[config.mk]
export PLATFORM = sky130hd
export DESIGN_NAME = chte_bucket_ram
export DESIGN_NICKNAME = d
export VERILOG_FILES = /design/src/rtl/chte_pkg.sv /design/src/rtl/chte_bucket_ram.sv
export SDC_FILE = /design/constraint.sdc
export NUM_CORES = 1
export LEC_CHECK = 0
export BUFFER_PORTS_ARGS = -buffer_cell sky130_fd_sc_hd__buf_2
export CORE_MARGIN = 2
export CORE_UTILIZATION = 40
export CTS_CLUSTER_DIAMETER = 100
export DETAILED_ROUTE_END_ITERATION = 16
export REMOVE_ABC_BUFFERS = 1
export SKIP_LAST_GASP = 1
export SLEW_MARGIN = 20
export SYNTH_ARGS = -nofsm -noshare
export SYNTH_HDL_FRONTEND = slang
export SYNTH_SLANG_ARGS = --single-unit
[constraint.sdc]
create_clock -name clk -period 2.4 [get_ports clk]
set_clock_uncertainty 0.1 [all_clocks]
set_input_delay 0.24 -clock clk [delete_from_list [all_inputs] [get_ports clk]]
set_output_delay 0.24 -clock clk [all_outputs]
set_load 0.05 [all_outputs]
[src/rtl/chte_pkg.sv]
`default_nettype none
package chte_pkg;

	localparam int ENTRIES   = 64;
	localparam int BUCKETS   = 97;
	localparam int KEY_CHARS = 10;
	localparam int KEY_BYTES = 10;

	localparam int ENTRY_W  = $clog2(ENTRIES);
	localparam int LINK_W   = 7;
	localparam int BUCKET_W = 7;
	localparam int SUM_W    = $clog2(KEY_BYTES * 255 + 1);

	localparam int MOD_SHIFT = 20;
	localparam int RECIP     = ((1 << MOD_SHIFT) + BUCKETS - 1) / BUCKETS;
	localparam int RECIP_W   = $clog2(RECIP + 1);

	localparam logic [LINK_W-1:0] EMPTY_LINK = 7'd127;

	typedef enum logic [1:0] {
		CMD_SEARCH = 2'd0,
		CMD_INSERT = 2'd1,
		CMD_DELETE = 2'd2,
		CMD_SPARE  = 2'd3
	} cmd_t;

	typedef enum logic [1:0] {
		ST_OK      = 2'd0,
		ST_PRESENT = 2'd1,
		ST_ABSENT  = 2'd2,
		ST_FULL    = 2'd3
	} status_t;

	typedef struct packed {
		logic [1:0]  command;
		logic [63:0] key_head;
		logic [15:0] key_tail;
	} req_beat_t;

	typedef struct packed {
		logic [1:0] status;
		logic [5:0] entry_index;
		logic [6:0] bucket;
	} res_beat_t;

	typedef struct packed {
		logic                key_we;
		logic                link_we;
		logic [ENTRY_W-1:0]  addr;
		logic [63:0]         key_head;
		logic [15:0]         key_tail;
		logic [LINK_W-1:0]   link;
	} ent_wr_t;

endpackage
`default_nettype wire

[src/rtl/chte_bucket_ram.sv]
`default_nettype none
module chte_bucket_ram
	import chte_pkg::*;
(
	input  wire logic                clk,
	input  wire logic                arst_n,
	input  wire logic [BUCKET_W-1:0] rd_addr,
	output logic [LINK_W-1:0]        rd_data,
	input  wire logic                we,
	input  wire logic [BUCKET_W-1:0] wr_addr,
	input  wire logic [LINK_W-1:0]   wr_data
);

	logic [LINK_W-1:0] mem [BUCKETS];
	logic [BUCKETS-1:0] vld_q;
	logic [LINK_W-1:0] data_s1;
	logic              vld_s1;

	always_ff @(posedge clk) begin
		if (we) begin
			mem[wr_addr] <= wr_data;
		end
		data_s1 <= mem[rd_addr];
	end

	always_ff @(posedge clk or negedge arst_n) begin
		if (!arst_n) begin
			vld_q  <= '0;
			vld_s1 <= 1'b0;
		end else begin
			if (we) begin
				vld_q[wr_addr] <= 1'b1;
			end
			vld_s1 <= vld_q[rd_addr];
		end
	end

	assign rd_data = vld_s1 ? data_s1 : EMPTY_LINK;

endmodule
`default_nettype wire

==> flow_summary.toml, run 1 <==
[outcome]
status = "finished, final reports clean"

[sta]
rsz0062_at_grt = "yes"
max_freq_mhz = 422
hold_slack_ns = 0.0422
slew_headroom_pct = 47.3
drv_slew = 0
fin_crit_sh_pct = 98.8
finalCriticalPeriod_ns = 2.37
finalHoldViolCount = 0
tightestPinTransition_ns = 0.790
setup_viol_count_final = 0

[clock_network]
cts_buffer_depth = 3
cts_setup_buffers = 0
cts_tree = "done"
cts_buffers = 81
cts.sinks = 784
clkTransAtPathRegs_ns = 0.06
cts_root_buffer = "clkbuf_16"
clkLatencyLatePin_ns = 0.64
htree_levels = 3

[critical_path]
path_buf_inv = 1
r2r_slack_ns = 0.03
r2r_end = "data_s1[6]"
cp.depth = 7
start_kind = "flop"
crit_fanout = 1
required_ns = 2.83
reg2reg_from = "mem[36][6]"
critical_path.top_delay_family = "multiplexers"
path_class = "flop to flop"
max_stage_delay_ns = 0.54
r2r_cells = 7
endpoint_kind = "flop"
cp.arrival_ns = 2.80
crit_path_top_delay_cell = "mux4_2"
path_cells = "mux4_1, mux4_2, nor2b_1, a311oi_2, buf_4, o32ai_1, o211a_1"

[layout]
final_util_pct = 48.3
nNetsFinal = 1835
drive_gt1_share_pct = 37.4
stdcell_count = 2913
areaGrowthSynthToFinish_pct = 19.2
final_area_mm2 = 0.0367

[routing]
drtIter0Drc = 1502
ant_nets = 0
wl_met2_mm = 35.3
firstDrtPassIters = 6
routed_wl_mm = 75.0
vias_per_cell = 5.40
wl_met1_mm = 32.6
wl_per_cell_um = 25.7
wl_met3_mm = 4.65
top_layer = "met5"
via_count = 15700
drcViolationCount = 0

[worst_hold_path]
min_to = "mem[48][0]"
hold_path_startpoint = "wr_addr[1]"
min_path_type = "input pin to flop"
holdPathStages = 2

[yosys]
yosys-top-cells-count = "edfxtp_1 (679), mux4_2 (189), nor2_1 (112)"
synth.distinct_cells = 50
ys.flop_type = "edfxtp_1"
async_reset_ff_share_pct = 12.5
synth_top_cells_by_area = "edfxtp_1 (66%), mux4_2 (14%), dfrtp_1 (8.0%), mux2i_1 (2.0%), or2_2 (2.0%)"
syn_area_mm2 = 0.0308
yosysSeqAreaShare_pct = 74.6
ys_ff_latch = 784
netlist.area_leader.share_pct = 66.2
synth_edf_count = 679
synthCells = 1528
synth_warnings = 0
synth_most_common_cell = "edfxtp_1"
avgSynthCellArea_um2 = 20.2
synth_top_cell_by_area = "edfxtp_1"

[power]
p_leak_nw = 12.9
peakVddDrop_mv = 0.539
finalPower_w = 0.0301
power_density_mw_per_mm2 = 819

[grt]
grt_pass1_wl_mm = 111
grt_usage_pct = 19.3
grt_max_degree = 98
antenna_found_initial = 4
grt_pass1_vias = 16600
overflow = 0

[floorplan]
die_h_um = 281
io_pins = 31
initial_core_util_pct = 40.5
core_mm2 = 0.0761
rows = 101
die_width_um = 281
die_area_mm2 = 0.0792

[place]
gp_congestion = 0.819
place_area_mm2 = 0.0338
numPortBuffers = 30
dp.cells = 2748
place_hpwl_mm = 48.0

[flow_run]
cap_violations = 0
per-stage QoR:
| stage | TNS, ns | setup WS [ns] |
|---|---|---|
| after detailed placement | -2.48 | -0.401 |
| final | 0 | 0.0284 |
| after global routing | 0 | 0.00338 |
| after CTS | 0 | 0.0367 |
| after floorplan | 0 | 0.408 |
| after global placement | -2.55 | -0.427 |
cell type report:
type / count / area, um^2
timing repair buffer: 282 / 2350
antenna: 3 / 7.51
clock inverter: 43 / 470
inverter: 1 / 3.75
sequential: 784 / 23000
tap: 1030 / 1290
fill: 6336 / 39400
clock buffer: 109 / 2290
multi-input combinational: 661 / 7320
sequential cells by signal (all words and copies together) (netlist names):
signal   count
data_s1      7
vld_q       97
mem        679
vld_s1       1
worst register-to-register path: stages, from the launching register on:
cell and delay (ns):
edfxtp_1 0.37, mux4_1 0.51, mux4_2 0.54, nor2b_1 0.17, a311oi_2 0.19, buf_4 0.17, o32ai_1 0.09, o211a_1 0.14
metal layers:
layer	GRT usage (%)	vias to the layer above
met5	0	-
met4	6.70	2
met3	4.18	141
met2	30.2	489
met1	27.0	8355
li1	-	6745
report_power, final:
part           switching, W  leakage (nW)  internal (W)
combinational       0.00105          4.08      0.000901
clock               0.00528          1.35       0.00762
sequential         0.000127          7.46        0.0151
total               0.00646          12.9        0.0236
cell families after synthesis:
| family | share of synthesized area (%) |
|---|---|
| AO/OA/AOI/OAI | 2.10 |
| buffers and inverters | 1.68 |
| flip-flops | 74.6 |
| multiplexers | 16.6 |
| AND/OR/NAND/NOR | 5.02 |
cells in the final DEF, fill, tap and decap left out, types with 5 or more instances in the layout:
master	count
clkinvlp_4	5
nand2_1	26
o21ai_0	8
nor2b_1	29
dlygate4sd3_1	10
nor2_1	112
mux4_2	189
a22oi_1	8
clkinv_2	15
or2_2	98
dfxtp_1	7
clkbuf_16	83
a211oi_1	18
mux4_1	5
o22ai_1	14
edfxtp_1	679
buf_12	19
mux2i_1	63
clkbuf_1	14
buf_2	19
mux2_2	8
bufinv_16	8
dfrtp_1	98
clkbuf_8	13
a21oi_1	18
buf_4	231
nand3_1	11
nand2b_1	11
clkinv_1	8
repair_timing:
| action | in CTS | in global routing |
|---|---|---|
| endpoints found under the hold margin | 198 | 0 |
| pin swaps | 1 | 2 |
| gates resized for setup | 0 | 4 |
| hold buffers | 10 | 0 |
| setup endpoints to repair | 1 | 2 |
worst max path at each step:
| stage | startpoint | to | slack (ns) |
|---|---|---|---|
| after floorplan | mem[37][6] | data_s1[6] | 0.41 |
| after global placement | rd_addr[0] | data_s1[6] | -0.43 |
| after detailed placement | rd_addr[0] | data_s1[5] | -0.40 |
| after CTS | mem[35][0] | data_s1[0] | 0.04 |
| after global routing | mem[37][6] | data_s1[6] | 0.003 |
| final | mem[36][6] | data_s1[6] | 0.03 |
Power figures use the tool's default switching activity.
==> run 2: changes to the inputs <==
Clock period 2.4 ns to 2 ns, I/O delays scaled along.
==> flow_summary.toml, run 2 (synthesis gave the netlist of run 1 again) <==
[power]
power_density_mw_per_mm2 = 958
switching_share_pct = 21.6
finalPower_w = 0.0352
pwr-share-seq_pct = 51.8
comb_power_share_pct = 6.8
clkPwrFrac_pct = 41.4
p_sw_w = 0.00760
p_leak_nw = 12.9
p_int_w = 0.0277
peakVddDrop_mv = 0.543

[critical_path]
path_buf_inv = 0
reg2reg_from = "mem[37][6]"
path_class = "flop to flop"
endpoint_kind = "flop"
crit_path_top_delay_cell = "mux4_2"
path_cells = "mux4_1, mux4_2, nor2b_4, a311oi_4, o32ai_1, o211a_1"
crit_start = "mem[37][6]"
required_ns = 2.43
start_kind = "flop"
max_stage_delay_ns = 0.52
cp.arrival_ns = 2.69
crit_fanout = 1
critical_path.top_delay_family = "multiplexers"

[worst_hold_path]
hold_path_startpoint = "wr_data[5]"
min_path_type = "input pin to flop"

[floorplan]
rows = 101
io_pins = 31
core_mm2 = 0.0761
initial_core_util_pct = 40.5
die_h_um = 281
die_width_um = 281
die_area_mm2 = 0.0792

[layout]
largest_register_ffs = 679
diodes = 0
drive_gt1_share_pct = 38.1
final_util_pct = 48.4
multi_input_area_mm2 = 0.00739
fill_cells = 6323
stdcell_count = 2924
top_regs = "mem (679), vld_q (97), data_s1 (7)"
top_register = "mem"
nNetsFinal = 1850
layout_common_cells = "edfxtp_1 (679), buf_4 (242), mux4_2 (189)"
seq_area_mm2 = 0.0230
mostFrequentLayoutCell = "edfxtp_1"
areaGrowthSynthToFinish_pct = 19.5

[sta]
finalSetupTns_ns = -0.557
hold_slack_ns = 0.00903
drv_slew = 0
setup_viol_count_final = 5
fin_crit_sh_pct = 113
max_freq_mhz = 442
finalHoldViolCount = 0
finalCriticalPeriod_ns = 2.26
tightestPinTransition_ns = 0.670
setup_ws_ns = -0.264
rsz0062_at_grt = "yes"
slew_headroom_pct = 55.2

[grt]
grt_pass1_vias = 16300
overflow = 0
antenna_found_initial = 3
grt_pass1_wl_mm = 109
grt_usage_pct = 19.1
grt_max_degree = 98

[clock_network]
clkLatencyLatePin_ns = 0.64
cts_buffers = 81
cts_tree = "done"
cts_setup_buffers = 0
cts.sinks = 784
clkTransAtPathRegs_ns = 0.06
cts_buffer_depth = 3
htree_levels = 3
cts_root_buffer = "clkbuf_16"

[outcome]
violations = "setup timing"
status = "finished with violations"

[routing]
routed_wl_mm = 73.9
vias_per_cell = 5.38
drcViolationCount = 0
drtIter0Drc = 1483
wl_per_cell_um = 25.3
firstDrtPassIters = 7
ant_nets = 0
via_count = 15700

[place]
gp_congestion = 0.790
dp.cells = 2767
numPortBuffers = 30
place_hpwl_mm = 47.3

[flow_run]
cap_violations = 0
## run 2: cell count changes in the layout (fill, tap and decap cells not counted), sizes merged
cell and change:
clkinv +3, bufinv -5, dlygate4sd3 -4, buf +19
inv -3, clkbuf +7, diode -3, clkinvlp -3
## run 2: layout make-up
class / count / share of cell area (%)
Multi-Input combinational cell: 661 / 20.1
Clock inverter: 35 / 0.802
Inverter: 1 / 0.0102
Timing Repair Buffer: 297 / 6.94
Clock buffer: 116 / 6.23
Sequential cell: 784 / 62.5
Tap cell: 1030 / 3.50
## run 2: worst register-to-register path, delay by kind of cell (launching register included)
| kind | cells | cell delay [ns] |
|---|---|---|
| AO/OA/AOI/OAI | 3 | 0.52 |
| flip-flops | 1 | 0.35 |
| multiplexers | 2 | 1.03 |
| AND/OR/NAND/NOR | 1 | 0.16 |
## run 2: power by group through the flow
stage          Sequential, W  Clock, W  Combinational, W
2_1_floorplan         0.0185         0           0.00106
3_3_place_gp          0.0186         0           0.00236
3_5_place_dp          0.0186         0           0.00240
4_1_cts               0.0182    0.0149           0.00244
5_1_grt               0.0183    0.0156           0.00258
6_report              0.0183    0.0146           0.00241
## run 2: what timing repair did
action / CTS / global route
pin swaps: 9 / 7
setup endpoints to repair: 5 / 8
hold endpoints to repair: 164 / 0
gates resized for setup: 14 / 7
hold buffers: 6 / 0
## run 2: final timing paths
check | end | slack [ns] | depth (start not counted)
min in group asynchronous | vld_q[38] | 0.02 | 2
worst max-delay path | data_s1[6] | -0.26 | 6
worst max register to register | data_s1[6] | -0.26 | 6
worst min register to register | vld_q[5] | 0.36 | 1
max in group asynchronous | vld_q[19] | 1.11 | 3
worst min-delay path | mem[72][5] | 0.009 | 2
## run 2: per-stage QoR
step                      cell area [um^2]  worst slack (ns)
after detailed placement             34100            -0.583
final                                36800            -0.264
after global routing                 36800            -0.329
after floorplan                      30300           0.00805
after global placement               34100            -0.625
after CTS                            36800            -0.322
## run 2: per-layer routing
layer  wire length (um)  vias to the layer above  global-route usage, %
li1                   -                     6761                      -
met1              31900                     8343                   27.2
met2              34800                      504                   29.7
met3               5100                      123                   3.63
met4               1970                        6                   6.26
met5                 38                        -                      0
