$ cat src/rtl/chte_pkg.sv
`default_nettype none
package chte_pkg;

	localparam int ENTRIES   = 64;
	localparam int BUCKETS   = 97;
	localparam int KEY_CHARS = 10;
	localparam int KEY_BYTES = 10;

	localparam int ENTRY_W  = $clog2(ENTRIES);
	localparam int LINK_W   = 7;
	localparam int BUCKET_W = 7;
	localparam int SUM_W    = $clog2(KEY_BYTES * 255 + 1);

	localparam int MOD_SHIFT = 20;
	localparam int RECIP     = ((1 << MOD_SHIFT) + BUCKETS - 1) / BUCKETS;
	localparam int RECIP_W   = $clog2(RECIP + 1);

	localparam logic [LINK_W-1:0] EMPTY_LINK = 7'd127;

	typedef enum logic [1:0] {
		CMD_SEARCH = 2'd0,
		CMD_INSERT = 2'd1,
		CMD_DELETE = 2'd2,
		CMD_SPARE  = 2'd3
	} cmd_t;

	typedef enum logic [1:0] {
		ST_OK      = 2'd0,
		ST_PRESENT = 2'd1,
		ST_ABSENT  = 2'd2,
		ST_FULL    = 2'd3
	} status_t;

	typedef struct packed {
		logic [1:0]  command;
		logic [63:0] key_head;
		logic [15:0] key_tail;
	} req_beat_t;

	typedef struct packed {
		logic [1:0] status;
		logic [5:0] entry_index;
		logic [6:0] bucket;
	} res_beat_t;

	typedef struct packed {
		logic                key_we;
		logic                link_we;
		logic [ENTRY_W-1:0]  addr;
		logic [63:0]         key_head;
		logic [15:0]         key_tail;
		logic [LINK_W-1:0]   link;
	} ent_wr_t;

endpackage
`default_nettype wire

$ cat src/rtl/chte_hash.sv
`default_nettype none
module chte_hash
	import chte_pkg::*;
(
	input  wire logic [63:0]      key_head,
	input  wire logic [15:0]      key_tail,
	output logic [63:0]           clean_head,
	output logic [15:0]           clean_tail,
	output logic [SUM_W-1:0]      sum
);

	logic [KEY_BYTES*8-1:0] raw;
	logic [KEY_BYTES*8-1:0] clean;
	logic                   ended;
	logic [7:0]             v;

	assign raw = {key_head, key_tail};

	always_comb begin
		ended = 1'b0;
		sum   = '0;
		clean = '0;
		v     = '0;
		for (int i = 0; i < KEY_BYTES; i++) begin
			v = raw[KEY_BYTES*8-1-8*i -: 8];
			if (i >= KEY_CHARS || v == 8'd0) begin
				ended = 1'b1;
			end
			if (ended) begin
				v = 8'd0;
			end
			clean[KEY_BYTES*8-1-8*i -: 8] = v;
			sum = sum + SUM_W'(v);
		end
	end

	assign clean_head = clean[79:16];
	assign clean_tail = clean[15:0];

endmodule
`default_nettype wire

$ cat config.mk
export PLATFORM = sky130hd
export DESIGN_NAME = chte_hash
export DESIGN_NICKNAME = d
export VERILOG_FILES = /design/src/rtl/chte_pkg.sv /design/src/rtl/chte_hash.sv
export SDC_FILE = /design/constraint.sdc
export NUM_CORES = 1
export LEC_CHECK = 0
export ABC_CLOCK_PERIOD_IN_PS = 8500
export BUFFER_PORTS_ARGS = -buffer_cell sky130_fd_sc_hd__buf_4
export CAP_MARGIN = 15
export CORE_AREA = 3 3 88 90
export DETAILED_ROUTE_END_ITERATION = 10
export DIE_AREA = 0 0 91 93
export PLACE_DENSITY = 0.89
export SETUP_SLACK_MARGIN = 0.05
export SYNTH_ARGS = -nofsm -noshare
export SYNTH_HDL_FRONTEND = slang
export SYNTH_SLANG_ARGS = --single-unit
$ cat constraint.sdc
create_clock -name vclk -period 8.5
set_input_delay 1.7 -clock vclk [all_inputs]
set_output_delay 1.7 -clock vclk [all_outputs]
set_load 0.005 [all_outputs]
==> results.yml, run 1 <==
synthesis:
  ys_seq_area_frac: 0
  synthXorXnorAreaFrac: 0.0210
  synth_fa_ha_area_frac: 0.500
  synth_compound_area_frac: 0.0412
  synth_cell_types: 37
  syn-instance-count: 339
  ys_warn_count: 0
  synthMuxAreaShare: 0
  synth.avg_cell_area_um2: 8.60
  synth_top_family_by_area: "adder cells"
  syn-cell-area_um2: 2920
  synth_nets: 499
  synth-simple-area-share: 0.294
critical_path:
  criticalPathCategory: "in2out"
  crit_fanout: 6
  arrival_ns: 7.05
  endpoint_kind: "output pin"
  worstSetupStartpointType: "input pin"
  required_ns: 6.80
placed_design:
  hpwl_um: 9260
  port_buffers: 172
  placed_area_um2: 4930
  gp_congestion: 0.916
floorplan:
  ioPinCount: 172
  die_x_um: 91
  die_h_um: 93
  initial_core_util: 0.409
  core_area_um2: 7140
  die_area_um2: 8460
  rows: 31
timing:
  maxSlewViolCount: 0
  setup_viol: 6
  rsz0062_at_grt: "yes"
  setup_tns_ns: -0.869
  setup_slack_ns: -0.250
  hold_viol: 0
  fin_crit_ns: 8.75
  slew_headroom: 0.594
  hold_ws_ns: 3.69
  period_share: 1.03
  tightest_slew_ns: 0.606
  clock.fmax_ghz: 0.114
flow_run:
  maxCapViolations: 0
route:
  wl_met3_um: 768
  dr.pass1.iters: 4
  met1Wirelength_um: 3610
  wl_per_cell_um: 14.9
  drcViolationCount: 0
  via_count: 3202
  finalWirelength_um: 10100
  highest_layer: "met4"
  ant_nets: 0
  dr_wl_met2_um: 5500
  routed_via_density: 4.70
  drt_iter0_markers: 72
status:
  violations: "negative setup slack"
  status: "complete, but fails checks"
layout:
  nNetsFinal: 744
  regArea_um2: 0
  diodes: 0
  n_fill_cell: 556
  clkbuf_count: 0
  areaGrowthSynthToFinish_pct: 76.0
  final_common_cell: "buf_4"
  design_area_um2: 5130
  drive_gt1_frac: 0.534
  seq_cells: 0
  final_cell_mix: "buf_4, inv_1, fa_1"
min_path:
  hold_path_depth: 3
  hold_class: "in2out"
clock_network:
  ctsHoldBuffers: 0
grt:
  grt_overflow: 0
  antenna_found_initial: 0
  grt_usage: 0.234
  grt_pass1_vias: 3573
  grt_pass1_wl_um: 16300
  grt_max_degree: 16
power:
  leakage_nw: 2.83
  vdd_drop_max_mv: 0.442
  p_per_area_nw_per_um2: 464
-- timing repair --
| action | in CTS | in global routing |
|---|---|---|
| setup endpoints to repair | 9 | 8 |
| setup buffers | 1 | 2 |
| pin swaps | 27 | 9 |
| cloned | 0 | 0 |
| gates resized for setup | 29 | 9 |
| hold endpoints to repair | 0 | 0 |
-- Yosys cell counts, types with 2 or more instances --
cell type	number	area [µm²]
o21ai_0	4	20.0
nor2b_1	2	12.5
buf_2	2	10.0
nor2_1	2	7.51
ha_1	19	238
buf_6	2	22.5
and3_1	2	12.5
nor2_8	2	40.0
or4_4	4	45.0
a21oi_1	5	25.0
inv_1	91	342
nor4_2	2	25.0
nor4b_4	2	47.6
clkbuf_1	11	41.3
nand2b_1	2	12.5
fa_1	61	1220
and2_1	60	375
a21o_1	2	15.0
and2_4	8	70.1
xnor2_1	6	52.6
nor4_1	12	75.1
o21a_1	2	15.0
nand2_1	22	82.6
-- power by group --
group | leakage [nW] | switching (mW) | total [mW] | internal (mW)
combinational | 2.83 | 1.08 | 2.38 | 1.31
sequential | 0 | 0 | 0 | 0
clock | 0 | 0 | 0 | 0
-- worst paths after layout --
path	from	endpoint	slack, ns
max	key_head[36]	sum[10]	-0.25
min	key_tail[7]	clean_tail[7]	3.69
-- through the flow --
stage	setup slack (ns)	total power, mW	utilization	cells
2_1_floorplan	0.00346	1.17	-	339
3_3_place_gp	-0.403	2.04	0.691	678
3_5_place_dp	-0.473	2.12	0.691	678
4_1_cts	-0.287	2.32	0.713	679
5_1_grt	-0.447	2.63	0.719	681
6_report	-0.250	2.38	0.719	681
-- routing by layer --
layer | vias up | track usage
met3 | 26 | 0.0426
met4 | 0 | 0.0515
met1 | 1526 | 0.262
met5 | - | 0
li1 | 1503 | -
met2 | 147 | 0.457
-- worst max-delay path, stage by stage --
cell and delay (ns):
buf_6 0.09, or4_4 0.57, nor2_8 0.16, and4b_2 0.28
and2_4 0.16, fa_1 0.55, inv_2 0.04, fa_1 0.52
inv_2 0.04, fa_1 0.49, inv_2 0.04, fa_1 0.47
inv_1 0.05, fa_1 0.45, ha_1 0.29, a21o_1 0.20
a2111oi_4 0.41, o21ai_2 0.11, a21oi_2 0.15, xnor2_1 0.12
buf_4 0.13
-- logic make-up (layout without fill, tap and decap cells) --
family          Yosys count  in the layout
compound gates           18             18
xor+xnor                  7              7
fa+ha+maj                80             80
simple gates            127            127
buf+inv                 107            350
-- layout make-up --
| class | count | area, µm² | share of cell area |
|---|---|---|---|
| Multi-Input combinational cell | 232 | 2690 | 0.524 |
| Timing Repair Buffer | 258 | 1970 | 0.384 |
| Inverter | 92 | 345 | 0.0673 |
| Tap cell | 99 | 124 | 0.0241 |
(Power assumes the default switching activity.)
==> inputs of run 2 (changes only) <==
PLACE_DENSITY = 0.9   (was 0.89)
==> results.yml, run 2 (synthesized netlist as in run 1, its figures left out) <==
layout:
  final_util: 0.737
  drive_gt1_frac: 0.567
  nNetsFinal: 749
  areaGrowthSynthToFinish_pct: 80.3
  diodes: 0
  clkbuf_count: 0
  final_common_cell: "buf_4"
  final_cell_mix: "buf_4, inv_1, fa_1"
  regArea_um2: 0
  seq_cells: 0
power:
  p_seq_frac: 0
  p_per_area_nw_per_um2: 517
  sw_frac_of_total: 0.441
  p_switching_mw: 1.20
  p_comb_frac: 1.000
  total_power_mw: 2.72
  internal_power_mw: 1.52
  vdd_drop_max_mv: 0.477
  leakage_nw: 2.87
  pwr-share-clk: 0
floorplan:
  initial_core_util: 0.409
  die_h_um: 93
  die_x_um: 91
  die_area_um2: 8460
  rows: 31
  core_area_um2: 7140
  ioPinCount: 172
grt:
  grt_pass1_vias: 3625
  antenna_found_initial: 0
  grt_overflow: 0
  grt_max_degree: 13
  grt_pass1_wl_um: 16800
  grt_usage: 0.243
critical_path:
  required_ns: 6.80
  crit_fanout: 4
  crit_family: "adder cells"
  endpoint_kind: "output pin"
  slowest_delay_ns: 0.56
  cp_slowest_cell: "or4_4"
  crit_top_cell: "fa_1"
  criticalPathCategory: "in2out"
  cp_cell_sequence: "buf_4 -> or4_4 -> nor2_8 -> buf_6 -> nor4b_4 -> and2_4 -> fa_1 -> inv_2 -> fa_1 -> inv_2 -> fa_1 -> inv_2 -> fa_1 -> inv_2 -> fa_1 -> ha_1 -> a21o_1 -> a2111oi_4 -> o21ai_2 -> a21oi_2 -> xnor2_1 -> buf_4"
  critPathBufInv: 7
  arrival_ns: 7.02
  worstSetupStartpointType: "input pin"
route:
  finalWirelength_um: 10700
  via_count: 3217
  drt_iter0_markers: 46
  ant_nets: 0
  routed_via_density: 4.69
  wl_per_cell_um: 15.6
  dr.pass1.iters: 4
  drcViolationCount: 0
placed_design:
  gp_congestion: 0.955
  port_buffers: 172
  hpwl_um: 9270
min_path:
  hold_class: "in2out"
status:
  violations: "negative setup slack"
  status: "complete, but fails checks"
timing:
  rsz0062_at_grt: "yes"
  slew_headroom: 0.581
  setup_slack_ns: -0.221
  maxSlewViolCount: 0
  setup_viol: 6
  fin_crit_ns: 8.72
  clock.fmax_ghz: 0.115
  hold_viol: 0
  period_share: 1.03
  tightest_slew_ns: 0.628
flow_run:
  maxCapViolations: 0
==> run 2: path summary, 6_finish.rpt <==
check                 slack [ns]              to    startpoint  cells after the start
worst min-delay path        3.63  clean_head[56]  key_head[56]                      2
worst max-delay path       -0.22         sum[10]  key_head[29]                     22
==> run 2: through the flow <==
step | hold WS, ns | TNS, ns | std cells | cell area [µm²] | setup slack (ns)
global placement | 3.63 | -2.77 | 678 | 4930 | -0.477
CTS | 3.63 | -0.690 | 684 | 5170 | -0.224
global route | 3.65 | -1.92 | 686 | 5260 | -0.401
detailed placement | 3.63 | -3.80 | 678 | 4930 | -0.615
floorplan | 3.51 | 0 | 339 | 2970 | 0.00346
finish | 3.63 | -0.899 | 686 | 5260 | -0.221
==> run 2: cell type report <==
class,count,area [µm²]
Tap cell,99,124
Inverter,92,345
Fill cell,524,1880
Timing Repair Buffer,262,2020
Multi-Input combinational cell,233,2770
==> run 2: power by group through the flow <==
stage | Combinational [mW] | Clock, mW | Sequential (mW)
6_report | 2.72 | 0 | 0
5_1_grt | 2.94 | 0 | 0
4_1_cts | 2.52 | 0 | 0
3_5_place_dp | 2.15 | 0 | 0
3_3_place_gp | 2.05 | 0 | 0
2_1_floorplan | 1.17 | 0 | 0
==> run 2: timing repair <==
| action | CTS | global route |
|---|---|---|
| endpoints found under the setup margin | 10 | 8 |
| hold buffers | 0 | 0 |
| gates resized for setup | 40 | 23 |
| gates cloned | 1 | 0 |
| buffers inserted | 6 | 2 |
| pin swaps | 40 | 17 |
==> run 2: metal layers <==
| layer | vias to the layer above | wire length, µm | track usage |
|---|---|---|---|
| met5 | - | 0 | 0 |
| li1 | 1511 | - | - |
| met1 | 1545 | 3790 | 0.263 |
| met2 | 143 | 5920 | 0.489 |
| met4 | 0 | 174 | 0.0503 |
| met3 | 18 | 790 | 0.0442 |
==> inputs of run 3 (changes only) <==
ABC_CLOCK_PERIOD_IN_PS = 9700   (was 8500)
CORE_AREA = 3 3 97 76   (was 3 3 88 90)
DIE_AREA = 0 0 100 79   (was 0 0 91 93)
PLACE_DENSITY = 0.92   (was 0.9)
clock period = 9.7 ns   (was 8.5 ns; I/O delays follow)
==> results.yml, run 3 (synthesized netlist as in run 1, its figures left out) <==
power:
  leakage_nw: 2.47
  total_power_mw: 1.82
  p_per_area_nw_per_um2: 408
  vdd_drop_max_mv: 0.399
critical_path:
  slowest_delay_ns: 0.57
  crit_top_cell: "fa_1"
  critPathBufInv: 7
  cp_cell_sequence: "buf_4 -> or4_4 -> nor2_8 -> and4b_4 -> and2_4 -> fa_1 -> inv_1 -> fa_1 -> inv_1 -> fa_1 -> fa_1 -> inv_1 -> fa_1 -> inv_1 -> ha_1 -> buf_4 -> nor2b_2 -> o31a_1 -> nand2b_4 -> a31oi_4 -> xnor2_2 -> buf_4"
  crit_family: "adder cells"
  criticalPathCategory: "in2out"
  endpoint_kind: "output pin"
  crit_fanout: 9
  arrival_ns: 7.56
  cp_slowest_cell: "or4_4"
  required_ns: 7.76
  worstSetupStartpointType: "input pin"
route:
  drt_iter0_markers: 52
  wl_per_cell_um: 15.8
  finalWirelength_um: 9360
  dr.pass1.iters: 4
  routed_via_density: 4.81
  drcViolationCount: 0
  ant_nets: 0
  via_count: 2858
timing:
  setup_viol: 0
  rsz0062_at_grt: "no"
  slew_headroom: 0.567
  period_share: 0.979
  hold_viol: 0
  tightest_slew_ns: 0.647
  fin_crit_ns: 9.50
  clock.fmax_ghz: 0.105
  maxSlewViolCount: 0
  setup_tns_ns: 0
placed_design:
  gp_congestion: 0.945
  port_buffers: 172
  dpl.cell_count: 587
  hpwl_um: 8540
grt:
  grt_use_met2: 0.421
  grt_usage: 0.229
  grt_overflow: 0
  grt_pass1_wl_um: 14600
  grt_pass1_vias: 3161
  grt-busiest-layer: "met2"
  antenna_found_initial: 0
  grt_util_met3: 0.0369
  met1_usage: 0.292
  grt_max_degree: 19
layout:
  clkbuf_count: 0
  regArea_um2: 0
  seq_cells: 0
  areaGrowthSynthToFinish_pct: 53.2
  final_cell_mix: "buf_4, inv_1, fa_1"
  final_common_cell: "buf_4"
  instances_no_fill: 594
  drive_gt1_frac: 0.439
  nNetsFinal: 675
  diodes: 0
min_path:
  hold_class: "in2out"
floorplan:
  core_area_um2: 6350
  initial_core_util: 0.459
  ioPinCount: 172
  die_h_um: 79
  rows: 25
  die_area_um2: 7900
  die_x_um: 100
flow_run:
  maxCapViolations: 0
clock_network:
  ctsHoldBuffers: 0
status:
  status: "finished clean"
[run 3: metal layers]
metal / wire [µm] / vias up / share of wire
met2: 4770 / 132 / 0.51
li1: - / 1362 / -
met4: 181 / 0 / 0.019
met3: 749 / 14 / 0.080
met5: 0 / - / 0
met1: 3660 / 1350 / 0.39
[run 3: path summary, 6_finish.rpt]
path / startpoint / slack, ns / cells past startpoint / endpoint
setup / recovery: key_head[34] / 0.20 / 22 / sum[9]
hold / removal: key_head[61] / 4.09 / 2 / clean_head[61]
[run 3: layout make-up]
class              instances  area [µm²]
fillers                  501        1880
inverters                 92         345
well taps                 81         101
multi-input cells        232        2600
repair buffers           189        1420
[run 3: stage by stage]
| step | cell area [µm²] | utilization | setup slack, ns | hold WS (ns) |
|---|---|---|---|---|
| 2_1_floorplan | 2920 | - | 0.593 | 3.99 |
| 3_3_place_gp | 4310 | 0.679 | 0.0860 | 4.09 |
| 3_5_place_dp | 4310 | 0.679 | 0.0347 | 4.09 |
| 4_1_cts | 4320 | 0.680 | 0.0604 | 4.09 |
| 5_1_grt | 4470 | 0.704 | 0.00424 | 4.10 |
| 6_report | 4470 | 0.704 | 0.203 | 4.09 |
[run 3: where the power goes]
| group | switching, mW | internal [mW] | total, mW |
|---|---|---|---|
| Combinational | 0.867 | 0.957 | 1.82 |
| Sequential | 0 | 0 | 0 |
| Clock | 0 | 0 | 0 |
[run 3: timing repair]
action / in CTS / in global routing
gates resized for setup: 1 / 20
pin swaps: 0 / 12
setup endpoints to repair: 3 / 6
buffers inserted: 0 / 7
